## config.mk

```make
export PLATFORM = sky130hd
export DESIGN_NAME = utf8_stream_decoder_bmp_top_flat
export DESIGN_NICKNAME = d
export VERILOG_FILES = /design/src/hdl/u8d_pkg.sv /design/src/hdl/u8d_if.sv /design/src/hdl/utf8_stream_decoder_bmp_top.sv /design/src/hdl/u8d_core.sv /design/src/hdl/u8d_skid.sv /design/src/flat_wrapper.sv
export SDC_FILE = /design/constraint.sdc
export NUM_CORES = 1
export LEC_CHECK = 0
export BUFFER_PORTS_ARGS = -buffer_cell sky130_fd_sc_hd__buf_4
export CAP_MARGIN = 25
export CORE_ASPECT_RATIO = 1.2
export CORE_MARGIN = 8
export CORE_UTILIZATION = 40
export CTS_CLUSTER_SIZE = 28
export DETAILED_ROUTE_END_ITERATION = 12
export PLACE_DENSITY = 0.72
export SETUP_SLACK_MARGIN = 0.2
export SLEW_MARGIN = 40
export SYNTH_ARGS = -nofsm -noshare
export SYNTH_HDL_FRONTEND = slang
export SYNTH_SLANG_ARGS = --single-unit
```

## constraint.sdc

```tcl
create_clock -name clk_i -period 4.4 [get_ports clk_i]
set_input_delay 0 -clock clk_i [delete_from_list [all_inputs] [get_ports clk_i]]
set_output_delay 0 -clock clk_i [all_outputs]
set_load 0.01 [all_outputs]
```

## src/hdl/u8d_pkg.sv

```systemverilog
// Shared types and constants for the UTF-8 to 16-bit code unit decoder.
// Used by the interfaces, the decoder core, the output skid stage and the top.
`timescale 1ns / 1ps
`default_nettype none

package u8d_pkg;

  localparam int unsigned CountWidthDef = 16;
  localparam int unsigned CfgDataW      = 16;
  localparam int unsigned CfgIdxW       = 1;
  localparam int unsigned UnitW         = 16;

  localparam logic [CfgIdxW-1:0] RegLimitEnable = 1'd0;
  localparam logic [CfgIdxW-1:0] RegOutputLimit = 1'd1;

  localparam logic [UnitW-1:0] OutputLimitRst = 16'hFFFF;

  // byte classes
  localparam logic [7:0] AsciiEnd    = 8'h80;
  localparam logic [7:0] Lead2Min    = 8'hC2;
  localparam logic [7:0] Lead3Min    = 8'hE0;
  localparam logic [7:0] Lead4Min    = 8'hF0;
  localparam logic [1:0] ContTag     = 2'b10;

  typedef enum logic [1:0] {
    ST_UNIT    = 2'd0,
    ST_END     = 2'd1,
    ST_ILLEGAL = 2'd2,
    ST_LIMIT   = 2'd3
  } status_e;

  typedef struct packed {
    logic [UnitW-1:0] code_unit;
    status_e          status;
    logic [UnitW-1:0] unit_total;
  } result_t;

  typedef struct packed {
    logic             limit_enable;
    logic [UnitW-1:0] output_limit;
  } cfg_t;

endpackage : u8d_pkg

`default_nettype wire

```

## src/hdl/u8d_if.sv

```systemverilog
// Valid/ready stream interfaces: UTF-8 byte input and code unit output.
// Depends on u8d_pkg for widths.
`timescale 1ns / 1ps
`default_nettype none

interface u8d_byte_if;
  logic       valid;
  logic       ready;
  logic [7:0] data_byte;
  logic       restart;

  modport source (output valid, output data_byte, output restart, input ready);
  modport sink   (input valid, input data_byte, input restart, output ready);
endinterface : u8d_byte_if

interface u8d_unit_if;
  logic                        valid;
  logic                        ready;
  logic [u8d_pkg::UnitW-1:0]   code_unit;
  logic [1:0]                  status;
  logic [u8d_pkg::UnitW-1:0]   unit_total;

  modport source (output valid, output code_unit, output status, output unit_total,
                  input ready);
  modport sink   (input valid, input code_unit, input status, input unit_total,
                  output ready);
endinterface : u8d_unit_if

`default_nettype wire

```

## src/hdl/utf8_stream_decoder_bmp_top.sv

```systemverilog
// UTF-8 to 16-bit code unit decoder (BMP only), top level.
// Channels: byte_in_i takes one UTF-8 byte per transfer with a restart flag;
// unit_out_o gives at most one result per byte: a code unit, end of string,
// illegal sequence or limit reached, with the running unit count.
// Configuration: cfg_we_i writes limit_enable (index 0) or output_limit
// (index 1) from cfg_wdata_i; write only while no bytes are in flight.
// Output: a byte that completes a character or ends decoding shows its
// result through the registered output stage. Lead and middle bytes give no result.
// Throughput: one byte per cycle while the skid entry is empty, set by the
// combinational step logic that updates the sequence state and counter.
// Stall: results sit in an output register backed by one skid entry; byte
// input stays ready until the skid entry is occupied, then waits for the
// receiver to take a result.
// After end of string, an error or the limit, bytes are consumed silently
// until one arrives with restart set.
// Reset: pending sequence, count and halt clear; limit_enable resets to 0
// and output_limit to 65535; the output stage empties.
// Depends on u8d_pkg, u8d_if, u8d_core and u8d_skid.
`timescale 1ns / 1ps
`default_nettype none

module utf8_stream_decoder_bmp_top #(
  parameter int unsigned COUNT_WIDTH = u8d_pkg::CountWidthDef
) (
  input  wire logic                           clk_i,
  input  wire logic                           rst_ni,
  input  wire logic                           cfg_we_i,
  input  wire logic [u8d_pkg::CfgIdxW-1:0]    cfg_idx_i,
  input  wire logic [u8d_pkg::CfgDataW-1:0]   cfg_wdata_i,
  u8d_byte_if.sink                            byte_in_i,
  u8d_unit_if.source                          unit_out_o
);

  u8d_pkg::cfg_t    cfg_q;
  logic             accept;
  logic             skid_ready;
  logic             res_valid;
  u8d_pkg::result_t res;
  logic             out_valid;
  u8d_pkg::result_t out_data;

  always_ff @(posedge clk_i or negedge rst_ni) begin
    if (!rst_ni) begin
      cfg_q.limit_enable <= 1'b0;
      cfg_q.output_limit <= u8d_pkg::OutputLimitRst;
    end else if (cfg_we_i) begin
      case (cfg_idx_i)
        u8d_pkg::RegLimitEnable: cfg_q.limit_enable <= cfg_wdata_i[0];
        u8d_pkg::RegOutputLimit: cfg_q.output_limit <= cfg_wdata_i;
        default: ;
      endcase
    end
  end

  assign byte_in_i.ready = skid_ready;
  assign accept          = byte_in_i.valid && skid_ready;

  u8d_core #(
    .COUNT_WIDTH (COUNT_WIDTH)
  ) u_core (
    .clk_i       (clk_i),
    .rst_ni      (rst_ni),
    .accept_i    (accept),
    .data_byte_i (byte_in_i.data_byte),
    .restart_i   (byte_in_i.restart),
    .cfg_i       (cfg_q),
    .res_valid_o (res_valid),
    .res_o       (res)
  );

  u8d_skid u_skid (
    .clk_i       (clk_i),
    .rst_ni      (rst_ni),
    .in_valid_i  (res_valid),
    .in_data_i   (res),
    .in_ready_o  (skid_ready),
    .out_valid_o (out_valid),
    .out_data_o  (out_data),
    .out_ready_i (unit_out_o.ready)
  );

  assign unit_out_o.valid      = out_valid;
  assign unit_out_o.code_unit  = out_data.code_unit;
  assign unit_out_o.status     = out_data.status;
  assign unit_out_o.unit_total = out_data.unit_total;

  // the skid entry only fills behind a held result
  a_skid_behind_out: assert property (@(posedge clk_i) disable iff (!rst_ni)
    !byte_in_i.ready |-> unit_out_o.valid)
    else $error("input stalled with no result waiting");

  a_stop_has_no_unit: assert property (@(posedge clk_i) disable iff (!rst_ni)
    (res_valid && res.status != u8d_pkg::ST_UNIT) |-> (res.code_unit == '0))
    else $error("non-unit result carries a code unit");

  a_end_from_nul: assert property (@(posedge clk_i) disable iff (!rst_ni)
    (res_valid && res.status == u8d_pkg::ST_END) |-> (byte_in_i.data_byte == 8'h00))
    else $error("end of string without a NUL byte");

  a_result_needs_transfer: assert property (@(posedge clk_i) disable iff (!rst_ni)
    res_valid |-> accept)
    else $error("result produced without a byte transfer");

endmodule : utf8_stream_decoder_bmp_top

`default_nettype wire

```

## src/hdl/u8d_core.sv

```systemverilog
// Decoder state and per-byte step logic: sequence tracking, unit count, halt.
// Depends on u8d_pkg for the result type and byte class constants.
`timescale 1ns / 1ps
`default_nettype none

module u8d_core #(
  parameter int unsigned COUNT_WIDTH = u8d_pkg::CountWidthDef
) (
  input  wire logic             clk_i,
  input  wire logic             rst_ni,
  input  wire logic             accept_i,
  input  wire logic [7:0]       data_byte_i,
  input  wire logic             restart_i,
  input  wire u8d_pkg::cfg_t    cfg_i,
  output logic                  res_valid_o,
  output u8d_pkg::result_t      res_o
);

  localparam int unsigned CmpW = (COUNT_WIDTH > u8d_pkg::UnitW) ? COUNT_WIDTH
                                                                  : u8d_pkg::UnitW;

  logic [1:0]                pend_q, pend_d;
  logic [u8d_pkg::UnitW-1:0] part_q, part_d;
  logic [COUNT_WIDTH-1:0]    cnt_q, cnt_d;
  logic                      halt_q, halt_d;

  logic [1:0]                pend;
  logic [u8d_pkg::UnitW-1:0] part, part_next;
  logic [COUNT_WIDTH-1:0]    cnt, cnt_inc;
  logic                      halt;
  logic [CmpW-1:0]           cnt_ext, cnt_inc_ext, lim_ext;
  logic                      emit;
  u8d_pkg::result_t          res;

  // restart clears everything before the byte is looked at
  assign pend = restart_i ? 2'd0 : pend_q;
  assign part = restart_i ? '0 : part_q;
  assign cnt  = restart_i ? '0 : cnt_q;
  assign halt = restart_i ? 1'b0 : halt_q;

  assign cnt_inc     = cnt + COUNT_WIDTH'(1);
  assign cnt_ext     = CmpW'(cnt);
  assign cnt_inc_ext = CmpW'(cnt_inc);
  assign lim_ext     = CmpW'(cfg_i.output_limit);
  assign part_next   = {part[u8d_pkg::UnitW-7:0], data_byte_i[5:0]};

  always_comb begin
    pend_d         = pend;
    part_d         = part;
    cnt_d          = cnt;
    halt_d         = halt;
    emit           = 1'b0;
    res.code_unit  = '0;
    res.status     = u8d_pkg::ST_UNIT;
    res.unit_total = cnt_ext[u8d_pkg::UnitW-1:0];
    if (!halt) begin
      if (pend != 2'd0) begin
        if (data_byte_i[7:6] != u8d_pkg::ContTag) begin
          pend_d     = 2'd0;
          part_d     = '0;
          halt_d     = 1'b1;
          emit       = 1'b1;
          res.status = u8d_pkg::ST_ILLEGAL;
        end else if (pend == 2'd1) begin
          pend_d         = 2'd0;
          part_d         = '0;
          cnt_d          = cnt_inc;
          emit           = 1'b1;
          res.code_unit  = part_next;
          res.unit_total = cnt_inc_ext[u8d_pkg::UnitW-1:0];
        end else begin
          pend_d = pend - 2'd1;
          part_d = part_next;
        end
      end else if (data_byte_i == 8'h00) begin
        halt_d     = 1'b1;
        emit       = 1'b1;
        res.status = u8d_pkg::ST_END;
      end else if (cfg_i.limit_enable && (cnt_ext >= lim_ext)) begin
        // drop the byte and stop
        halt_d     = 1'b1;
        emit       = 1'b1;
        res.status = u8d_pkg::ST_LIMIT;
      end else if (data_byte_i < u8d_pkg::AsciiEnd) begin
        cnt_d          = cnt_inc;
        emit           = 1'b1;
        res.code_unit  = {8'h00, data_byte_i};
        res.unit_total = cnt_inc_ext[u8d_pkg::UnitW-1:0];
      end else if (data_byte_i < u8d_pkg::Lead2Min || data_byte_i >= u8d_pkg::Lead4Min) begin
        halt_d     = 1'b1;
        emit       = 1'b1;
        res.status = u8d_pkg::ST_ILLEGAL;
      end else if (data_byte_i < u8d_pkg::Lead3Min) begin
        pend_d = 2'd1;
        part_d = {11'd0, data_byte_i[4:0]};
      end else begin
        pend_d = 2'd2;
        part_d = {12'd0, data_byte_i[3:0]};
      end
    end
  end

  always_ff @(posedge clk_i or negedge rst_ni) begin
    if (!rst_ni) begin
      pend_q <= 2'd0;
      part_q <= '0;
      cnt_q  <= '0;
      halt_q <= 1'b0;
    end else if (accept_i) begin
      pend_q <= pend_d;
      part_q <= part_d;
      cnt_q  <= cnt_d;
      halt_q <= halt_d;
    end
  end

  assign res_valid_o = accept_i && emit;
  assign res_o       = res;

endmodule : u8d_core

`default_nettype wire

```

## src/hdl/u8d_skid.sv

```systemverilog
// Output register plus one skid entry for decoded results.
// Depends on u8d_pkg for the result type.
`timescale 1ns / 1ps
`default_nettype none

module u8d_skid (
  input  wire logic              clk_i,
  input  wire logic              rst_ni,
  input  wire logic              in_valid_i,
  input  wire u8d_pkg::result_t  in_data_i,
  output logic                   in_ready_o,
  output logic                   out_valid_o,
  output u8d_pkg::result_t       out_data_o,
  input  wire logic              out_ready_i
);

  logic             out_valid_q, out_valid_d;
  logic             skid_valid_q, skid_valid_d;
  u8d_pkg::result_t out_q, out_d;
  u8d_pkg::result_t skid_q, skid_d;

  always_comb begin
    out_valid_d  = out_valid_q;
    out_d        = out_q;
    skid_valid_d = skid_valid_q;
    skid_d       = skid_q;
    if (!out_valid_q || out_ready_i) begin
      if (skid_valid_q) begin
        // drain the skid entry first; no transfer came in this cycle
        out_valid_d  = 1'b1;
        out_d        = skid_q;
        skid_valid_d = 1'b0;
      end else begin
        out_valid_d = in_valid_i;
        out_d       = in_data_i;
      end
    end else if (in_valid_i) begin
      skid_valid_d = 1'b1;
      skid_d       = in_data_i;
    end
  end

  always_ff @(posedge clk_i or negedge rst_ni) begin
    if (!rst_ni) begin
      out_valid_q  <= 1'b0;
      skid_valid_q <= 1'b0;
    end else begin
      out_valid_q  <= out_valid_d;
      skid_valid_q <= skid_valid_d;
    end
  end

  always_ff @(posedge clk_i) begin
    out_q  <= out_d;
    skid_q <= skid_d;
  end

  assign in_ready_o  = !skid_valid_q;
  assign out_valid_o = out_valid_q;
  assign out_data_o  = out_q;

endmodule : u8d_skid

`default_nettype wire
```

## src/flat_wrapper.sv

```systemverilog
// flat-port wrapper written by rule: the top's interface ports become plain ports
module utf8_stream_decoder_bmp_top_flat 
#(
  parameter int unsigned COUNT_WIDTH = u8d_pkg::CountWidthDef
)
  (clk_i, rst_ni, cfg_we_i, cfg_idx_i, cfg_wdata_i, byte_in_i_valid, byte_in_i_data_byte, byte_in_i_restart, byte_in_i_ready, unit_out_o_valid, unit_out_o_code_unit, unit_out_o_status, unit_out_o_unit_total, unit_out_o_ready);
  u8d_byte_if byte_in_i_i ();
  u8d_unit_if unit_out_o_i ();
  input  wire logic clk_i;
  input  wire logic rst_ni;
  input  wire logic cfg_we_i;
  input  wire logic [u8d_pkg::CfgIdxW-1:0] cfg_idx_i;
  input  wire logic [u8d_pkg::CfgDataW-1:0] cfg_wdata_i;
  input wire logic [$bits(byte_in_i_i.valid)-1:0] byte_in_i_valid;
  input wire logic [$bits(byte_in_i_i.data_byte)-1:0] byte_in_i_data_byte;
  input wire logic [$bits(byte_in_i_i.restart)-1:0] byte_in_i_restart;
  output wire logic [$bits(byte_in_i_i.ready)-1:0] byte_in_i_ready;
  output wire logic [$bits(unit_out_o_i.valid)-1:0] unit_out_o_valid;
  output wire logic [$bits(unit_out_o_i.code_unit)-1:0] unit_out_o_code_unit;
  output wire logic [$bits(unit_out_o_i.status)-1:0] unit_out_o_status;
  output wire logic [$bits(unit_out_o_i.unit_total)-1:0] unit_out_o_unit_total;
  input wire logic [$bits(unit_out_o_i.ready)-1:0] unit_out_o_ready;
  assign byte_in_i_i.valid = byte_in_i_valid;
  assign byte_in_i_i.data_byte = byte_in_i_data_byte;
  assign byte_in_i_i.restart = byte_in_i_restart;
  assign byte_in_i_ready = byte_in_i_i.ready;
  assign unit_out_o_valid = unit_out_o_i.valid;
  assign unit_out_o_code_unit = unit_out_o_i.code_unit;
  assign unit_out_o_status = unit_out_o_i.status;
  assign unit_out_o_unit_total = unit_out_o_i.unit_total;
  assign unit_out_o_i.ready = unit_out_o_ready;
  utf8_stream_decoder_bmp_top #(.COUNT_WIDTH(COUNT_WIDTH)) u_core (.clk_i(clk_i), .rst_ni(rst_ni), .cfg_we_i(cfg_we_i), .cfg_idx_i(cfg_idx_i), .cfg_wdata_i(cfg_wdata_i), .byte_in_i(byte_in_i_i), .unit_out_o(unit_out_o_i));
endmodule
```

==> out/results.tsv, run 1 <==
stage	metric	value	unit
setup_path	critical_path_class	flip-flop to flip-flop	
finish	layout-drive-gt1-share	28.53	%
timing	hold_ws	0.02605	ns
clocking	cts_setup_buffers	0	
setup_path	reg2regPathDepth	10	
synth	synth_area	6335	sq um
global_routing	antenna_found_initial	0	
finish	n_antenna_cell	0	
synth	synth_top_family_by_area	simple AND/OR/NAND/NOR gates	
synth	yosys_warnings	0	
clocking	htree_levels	4	
setup_path	path_buf_inv	1	
routing	drtIter0Drc	419	
setup_path	cp.required	4.66	ns
timing	finClkSkew	0.006191	ns
floorplan	ioPinCount	67	
setup_path	cp_top_family	compound AO/OA/AOI/OAI gates	
setup_path	r2r-start	u_core.u_core.cnt_q[13]	
setup_path	crit_end	u_core.u_skid.out_data_o[8]	
floorplan	core_area	15580	sq um
clocking	insertion_delay	0.42	ns
floorplan	die_y	153.9	um
routing	post-route-drc-count	0	
setup_path	slowest_stage	or4_1	
timing	setup_viol	0	
synth	synth-simple-area-share	17.52	%
synth	synth-main-ff-cell	edfxtp_1	
run_status	status	completed	
power_and_ir_drop	ir_drop	281.4	uV
setup_path	critPathMaxStageDelay	0.58	ns
global_routing	grt_pass1_vias	5003	
timing	tightest_slew	0.8416	ns
synth	ys_async_sr_fraction	41.38	%
synth	synthXorXnorAreaFrac	0.5530	%
floorplan	die-area	20140	sq um
timing	fin_crit	3.639	ns
floorplan	rows	50	
setup_path	cp_max_fo	11	
synth	yosysUniqueCellTypes	76	
setup_path	startpoint_type	flip-flop	
placement	dp.cells	831	
finish	fin_cells	888	
synth	yosysSeqAreaShare	51.51	%
placement	numPortBuffers	66	
flow_run	maxCapViolCount	0	
clocking	cts-root-buf	clkbuf_16	
power_and_ir_drop	p_total	3.878	mW
synth	synthCells	576	
timing	finalSetupTns	0	ns
synth	syn_nets	625	
power_and_ir_drop	power.density	488.6	nW/um^2
floorplan	initial_core_util	40.67	%
synth	synthAdderAreaFrac	3.555	%
routing	antenna_left	0	
global_routing	grt_use_met3	4.602	%
clocking	cts_tree	done	
timing	min_period_over_period	82.70	%
setup_path	arrival	3.90	ns
routing	wl_per_cell	18.57	um
setup_path	critical_path.endpoint_type	flip-flop	
clocking	cts_resized	0	
clocking	clockBufferDepth	2	
timing	final_hold_viol_count	0	
global_routing	grt-ovfl-total	0	
setup_path	cp_num_cells	10	
finish	num-nets-final	716	
setup_path	cp_cell_sequence	inv_1 -> nor2_1 -> ha_1 -> a21oi_1 -> o21ai_0 -> a22oi_1 -> o211a_2 -> a31oi_4 -> or4_1 -> a31oi_1	
synth	synth_compound_area_share	14.83	%
global_routing	globalRoute.busiestLayer	met2	
global_routing	grt_use_met1	19.66	%
global_routing	gr-usage-all-layers	16.93	%
timing	rsz0062_at_grt	false	
routing	avgViaCountPerCell	5.657	
placement	hpwlAfterDp	11.58	mm
finish	synthToLayoutAreaGrowth	25.30	%
floorplan	die_w	130.9	um
clocking	cts_hold_buf	25	
power_and_ir_drop	p_leak	3.270	nW
global_routing	grt_first_pass_wirelength	26.21	mm
setup_path	startpoint	u_core.u_core.cnt_q[13]	
clocking	path_clk_slew	0.05	ns
synth	ys_ff_latch	116	
global_routing	met2_usage	27.76	%
clocking	numCtsBuffers	17	
routing	num_vias	5023	
timing	max_slew_margin	43.89	%
clocking	cts_sinks	116	
synth	synth_edf_count	68	
synth	synth_mux_area_share	8.434	%
hold_path	min-delay-path-class	input pin to flip-flop	
synth	syn_area_per_cell	11.00	sq um
setup_path	rrSetupSlack	0.76	ns
timing	max_freq	274.8	MHz
global_routing	grt_max_degree	49	
timing	drv_slew	0	
placement	gp_congestion	0.9664	
setup_path	r2r_end	u_core.u_skid.out_data_o[8]	
routing	wl	16.49	mm
routing	dr.pass1.iters	5	
finish	final_core_util	50.96	%
## worst min path at each step
stage,startpoint,to,slack (ns),cells after the start
floorplan,rst_ni,u_core.cfg_q[16],-0.30,0
global route,byte_in_i_data_byte[6],u_core.u_skid.skid_q[24],0.04,2
CTS,byte_in_i_data_byte[6],u_core.u_skid.skid_q[24],0.01,2
finish,byte_in_i_data_byte[6],u_core.u_skid.skid_q[24],0.03,2
global placement,rst_ni,u_core.u_core.cnt_q[8],0.07,1
detailed placement,rst_ni,u_core.u_core.cnt_q[8],0.08,1
## cells in the final DEF, fill, tap and decap left out, types with 8 or more instances in the layout
cell,synthesis,layout
a22oi_1,8,8
nor3_1,14,13
nand3_1,24,24
o31ai_1,10,10
dfrtp_1,32,32
o21ai_0,21,21
dfstp_2,16,16
inv_1,26,26
a31oi_1,9,9
nor2_1,38,38
nor2b_1,19,18
nor4_1,8,8
nand2b_1,10,9
a21oi_1,22,22
mux2_2,43,43
clkbuf_16,0,17
dlygate4sd3_1,0,25
edfxtp_1,68,68
ha_1,18,18
buf_4,0,75
nand2_1,48,48
## cell type report
type / instances / area [sq um]
fill: 1370 / 7640
sequential: 116 / 3263
multi-input combinational: 404 / 2867
timing repair buffer: 100 / 813.3
clock buffer: 17 / 425.4
tap: 208 / 260.3
clock inverter: 15 / 203.9
inverter: 28 / 105.1
## synth_stat cells, types with 3 or more instances
cell type  number  area, sq um
and3_1          7        43.79
mux2i_1         5        50.05
nand3_1        24        120.1
dfrtp_1        32        800.8
o21ai_0        21        105.1
or4_1           4        30.03
nor2_1         38        142.6
nor2b_1        19        118.9
nor3_1         14        70.07
o211ai_1        6        45.04
a31oi_1         9        56.30
nand4b_1        3        26.28
a22oi_1         8        60.06
or3_1           3        18.77
nand4_1         7        43.79
dfstp_2        16        420.4
a211oi_1        3        22.52
nand3b_1        4        30.03
and2_1          6        37.54
inv_1          26        97.59
mux2_2         43        484.2
a22o_1          5        43.79
edfxtp_1       68         2042
o31ai_1        10        75.07
ha_1           18        225.2
nand2_1        48        180.2
xnor2_1         4        35.03
a21oi_1        22        110.1
nand2b_1       10        62.56
nor4_1          8        50.05
clkbuf_1       23        86.33
o311ai_2        3        48.80
## per-layer routing
metal  routed length [um]  vias to the layer above
met4                  651                        0
met5                    0                        -
met2                 8001                      220
met3                 1067                       41
li1                     -                     2358
met1                 6774                     2404
## state kept, by name, indices dropped and copies added, names as in the netlist
signal                      count
u_core.cfg_q                   17
u_core.u_skid.out_data_o       34
u_core.u_core.halt_q            1
u_core.u_skid.skid_valid_q      1
u_core.u_core.pend_q            2
u_core.u_core.part_q           10
u_core.u_skid.skid_q           34
u_core.u_core.cnt_q            16
u_core.u_skid.out_valid_o       1
## cells by family after synthesis
logic type	Yosys count
buffers and inverters	56
AO/OA/AOI/OAI	124
adder cells (fa/ha/maj)	18
flip-flops	116
AND/OR/NAND/NOR	210
multiplexers	48
XOR/XNOR	4
## through the flow
stage	worst slack, ns	cell area [sq um]
global placement	0.8013	7041
global route	0.5126	7938
CTS	0.8228	7930
detailed placement	0.7927	7051
floorplan	0.5120	6337
finish	0.7610	7938
## power breakdown
part / switching, mW / leakage, nW / internal [mW]
combinational: 0.517 / 1.68 / 0.382
clock: 0.519 / 0.296 / 0.950
sequential: 0.115 / 1.30 / 1.39
No activity file was read; power rests on OpenSTA's default activity.
==> inputs of run 2 (changes only) <==
--- a/config.mk
+++ b/config.mk
@@ -12,7 +12,7 @@
 export CORE_UTILIZATION = 40
 export CTS_CLUSTER_SIZE = 28
 export DETAILED_ROUTE_END_ITERATION = 12
-export PLACE_DENSITY = 0.72
+export PLACE_DENSITY = 0.7
 export SETUP_SLACK_MARGIN = 0.2
 export SLEW_MARGIN = 40
 export SYNTH_ARGS = -nofsm -noshare
==> constraint.sdc (replaced) <==
create_clock -name clk_i -period 3.6 [get_ports clk_i]
set_input_delay 0 -clock clk_i [delete_from_list [all_inputs] [get_ports clk_i]]
set_output_delay 0 -clock clk_i [all_outputs]
set_load 0.01 [all_outputs]
==> run 2 against run 1 <==
Effect of this change: sequential cell count is the same; wire length up 8.3%; cell area is 1.2% higher; die area is the same; via count is 1.6% higher; combinational power up 30%; utilization up 0.63 points; global-route usage is 1.4 points higher; sequential share of layout area decreased by 0.50 points; critical path depth unchanged; clock power increased by 14%; highest routed layer unchanged.
==> out/results.tsv, run 2 (synthesis results as in run 1) <==
stage	metric	value	unit	change
routing	antenna_left	0		unchanged
global_routing	gr-usage-all-layers	18.30	%	was 16.93%
floorplan	rows	50		unchanged
finish	final_common_cell	buf_4		unchanged
timing	drv_slew	0		unchanged
routing	avgViaCountPerCell	5.659		was 5.657
routing	drtIter0Drc	455		was 419
setup_path	startpoint_type	flip-flop		unchanged
power_and_ir_drop	p_total	4.657	mW	was 3.878 mW
finish	num-nets-final	730		was 716
setup_path	cp.required	3.77	ns	was 4.66 ns
setup_path	cp_max_fo	11		unchanged
routing	dr.pass1.iters	5		unchanged
timing	finalSetupTns	0	ns	unchanged
setup_path	arrival	3.43	ns	was 3.90 ns
clocking	path_clk_slew	0.06	ns	was 0.05 ns
clocking	htree_levels	4		unchanged
timing	tightest_slew	0.7662	ns	was 0.8416 ns
routing	num_vias	5104		was 5023
timing	setup_viol	0		unchanged
finish	nFillCells	1365		was 1370
global_routing	grt_first_pass_wirelength	28.17	mm	was 26.21 mm
finish	n_antenna_cell	0		unchanged
finish	final_cell_mix	86 x buf_4, 68 x edfxtp_1, 48 x nand2_1		was 75 x buf_4, 68 x edfxtp_1, 48 x nand2_1
power_and_ir_drop	p_leak	3.322	nW	was 3.270 nW
timing	final_hold_viol_count	0		unchanged
clocking	cts_tree	done		unchanged
routing	post-route-drc-count	0		unchanged
floorplan	die_y	153.9	um	unchanged
placement	dp.cells	844		was 831
finish	fin_cells	902		was 888
routing	wl_per_cell	19.80	um	was 18.57 um
floorplan	core_area	15580	sq um	unchanged
global_routing	grt-ovfl-total	0		unchanged
timing	fin_crit	3.257	ns	was 3.639 ns
timing	min_period_over_period	90.48	%	was 82.70%
clocking	insertion_delay	0.42	ns	about the same
timing	max_slew_margin	48.52	%	was 43.89%
clocking	cts_sinks	116		unchanged
finish	synthToLayoutAreaGrowth	26.84	%	was 25.30%
floorplan	initial_core_util	40.67	%	unchanged
floorplan	die-area	20140	sq um	unchanged
placement	hpwlAfterDp	12.60	mm	was 11.58 mm
clocking	numCtsBuffers	17		unchanged
finish	final_core_util	51.58	%	was 50.96%
timing	hold_ws	0.04585	ns	was 0.02605 ns
timing	finClkSkew	0.008292	ns	was 0.006191 ns
setup_path	critical_path_class	flip-flop to flip-flop		unchanged
finish	layout-drive-gt1-share	30.12	%	was 28.53%
clocking	clockBufferDepth	2		unchanged
setup_path	critical_path.endpoint_type	flip-flop		unchanged
clocking	cts-root-buf	clkbuf_16		unchanged
power_and_ir_drop	ir_drop	330.4	uV	was 281.4 uV
floorplan	ioPinCount	67		unchanged
placement	numPortBuffers	66		unchanged
global_routing	grt_pass1_vias	5125		was 5003
run_status	status	completed		unchanged
placement	gp_congestion	0.9923		was 0.9664
clocking	cts_setup_buffers	0		unchanged
global_routing	grt_max_degree	49		unchanged
global_routing	antenna_found_initial	0		unchanged
hold_path	min-delay-path-class	input pin to flip-flop		unchanged
timing	max_freq	307.0	MHz	was 274.8 MHz
flow_run	maxCapViolCount	0		unchanged
power_and_ir_drop	power.density	579.6	nW/um^2	was 488.6 nW/um^2
routing	wl	17.86	mm	was 16.49 mm
floorplan	die_w	130.9	um	unchanged
timing	rsz0062_at_grt	false		unchanged
==> run 2: per-stage QoR <==
step | cell area [sq um] | setup WS (ns)
4_1_cts | 8008 | 0.2332
3_3_place_gp | 7156 | 0.1975
6_report | 8035 | 0.3426
3_5_place_dp | 7166 | 0.1322
2_1_floorplan | 6345 | 0.2706
5_1_grt | 8035 | 0.2182
==> run 2: layer usage <==
metal  vias to the layer above  share of wire, %  routed length, um  track usage [%]
li1                       2386                 -                  -                -
met4                         0               2.8                504            8.274
met3                        28               5.7               1020            4.221
met2                       185                50               8947            30.17
met5                         -                 0                  0                0
met1                      2505                41               7389            22.10
==> run 2: critical path, stage by stage, from the launching register on <==
cell and delay [ns]:
dfrtp_1 0.45, nand2b_1 0.19, inv_1 0.10, ha_1 0.28, nand2_1 0.07, or4_4 0.53
a211o_1 0.36, o211a_4 0.24, a31oi_4 0.30, xnor2_1 0.17, mux2_2 0.30
==> run 2: layout make-up <==
cell class              count  area [sq um]  share of cell area [%]
clock buffers              18         429.2                   5.341
repair buffers            114         937.1                   11.66
multi-input cells         404          2888                   35.94
clock inverters            14         152.6                   1.900
inverters                  28         105.1                   1.308
flip-flops and latches    116          3263                   40.61
well taps                 208         260.3                   3.239
==> run 2: where the power goes <==
| group | internal, mW | total (mW) | switching (mW) |
|---|---|---|---|
| logic | 0.489 | 1.17 | 0.681 |
| registers | 1.71 | 1.82 | 0.116 |
| clock network | 1.02 | 1.67 | 0.641 |
==> run 2: path summary, 6_finish.rpt <==
check | end | depth (start not counted) | from | slack (ns)
worst min register to register | u_core.u_core.pend_q[1] | 1 | u_core.u_core.pend_q[1] | 0.50
min in group asynchronous | u_core.cfg_q[16] | 2 | rst_ni | 0.16
worst max-delay path | u_core.u_skid.out_data_o[0] | 10 | u_core.u_core.cnt_q[8] | 0.34
worst max register to register | u_core.u_skid.out_data_o[0] | 10 | u_core.u_core.cnt_q[8] | 0.34
worst min-delay path | u_core.u_core.cnt_q[2] | 3 | byte_in_i_restart | 0.05
max in group asynchronous | u_core.u_skid.out_valid_o | 2 | rst_ni | 3.00
==> run 2: what timing repair did <==
action,CTS,global route
setup endpoints to repair,0,44
hold endpoints to repair,62,0
gates resized for setup,0,6
hold buffers,26,0
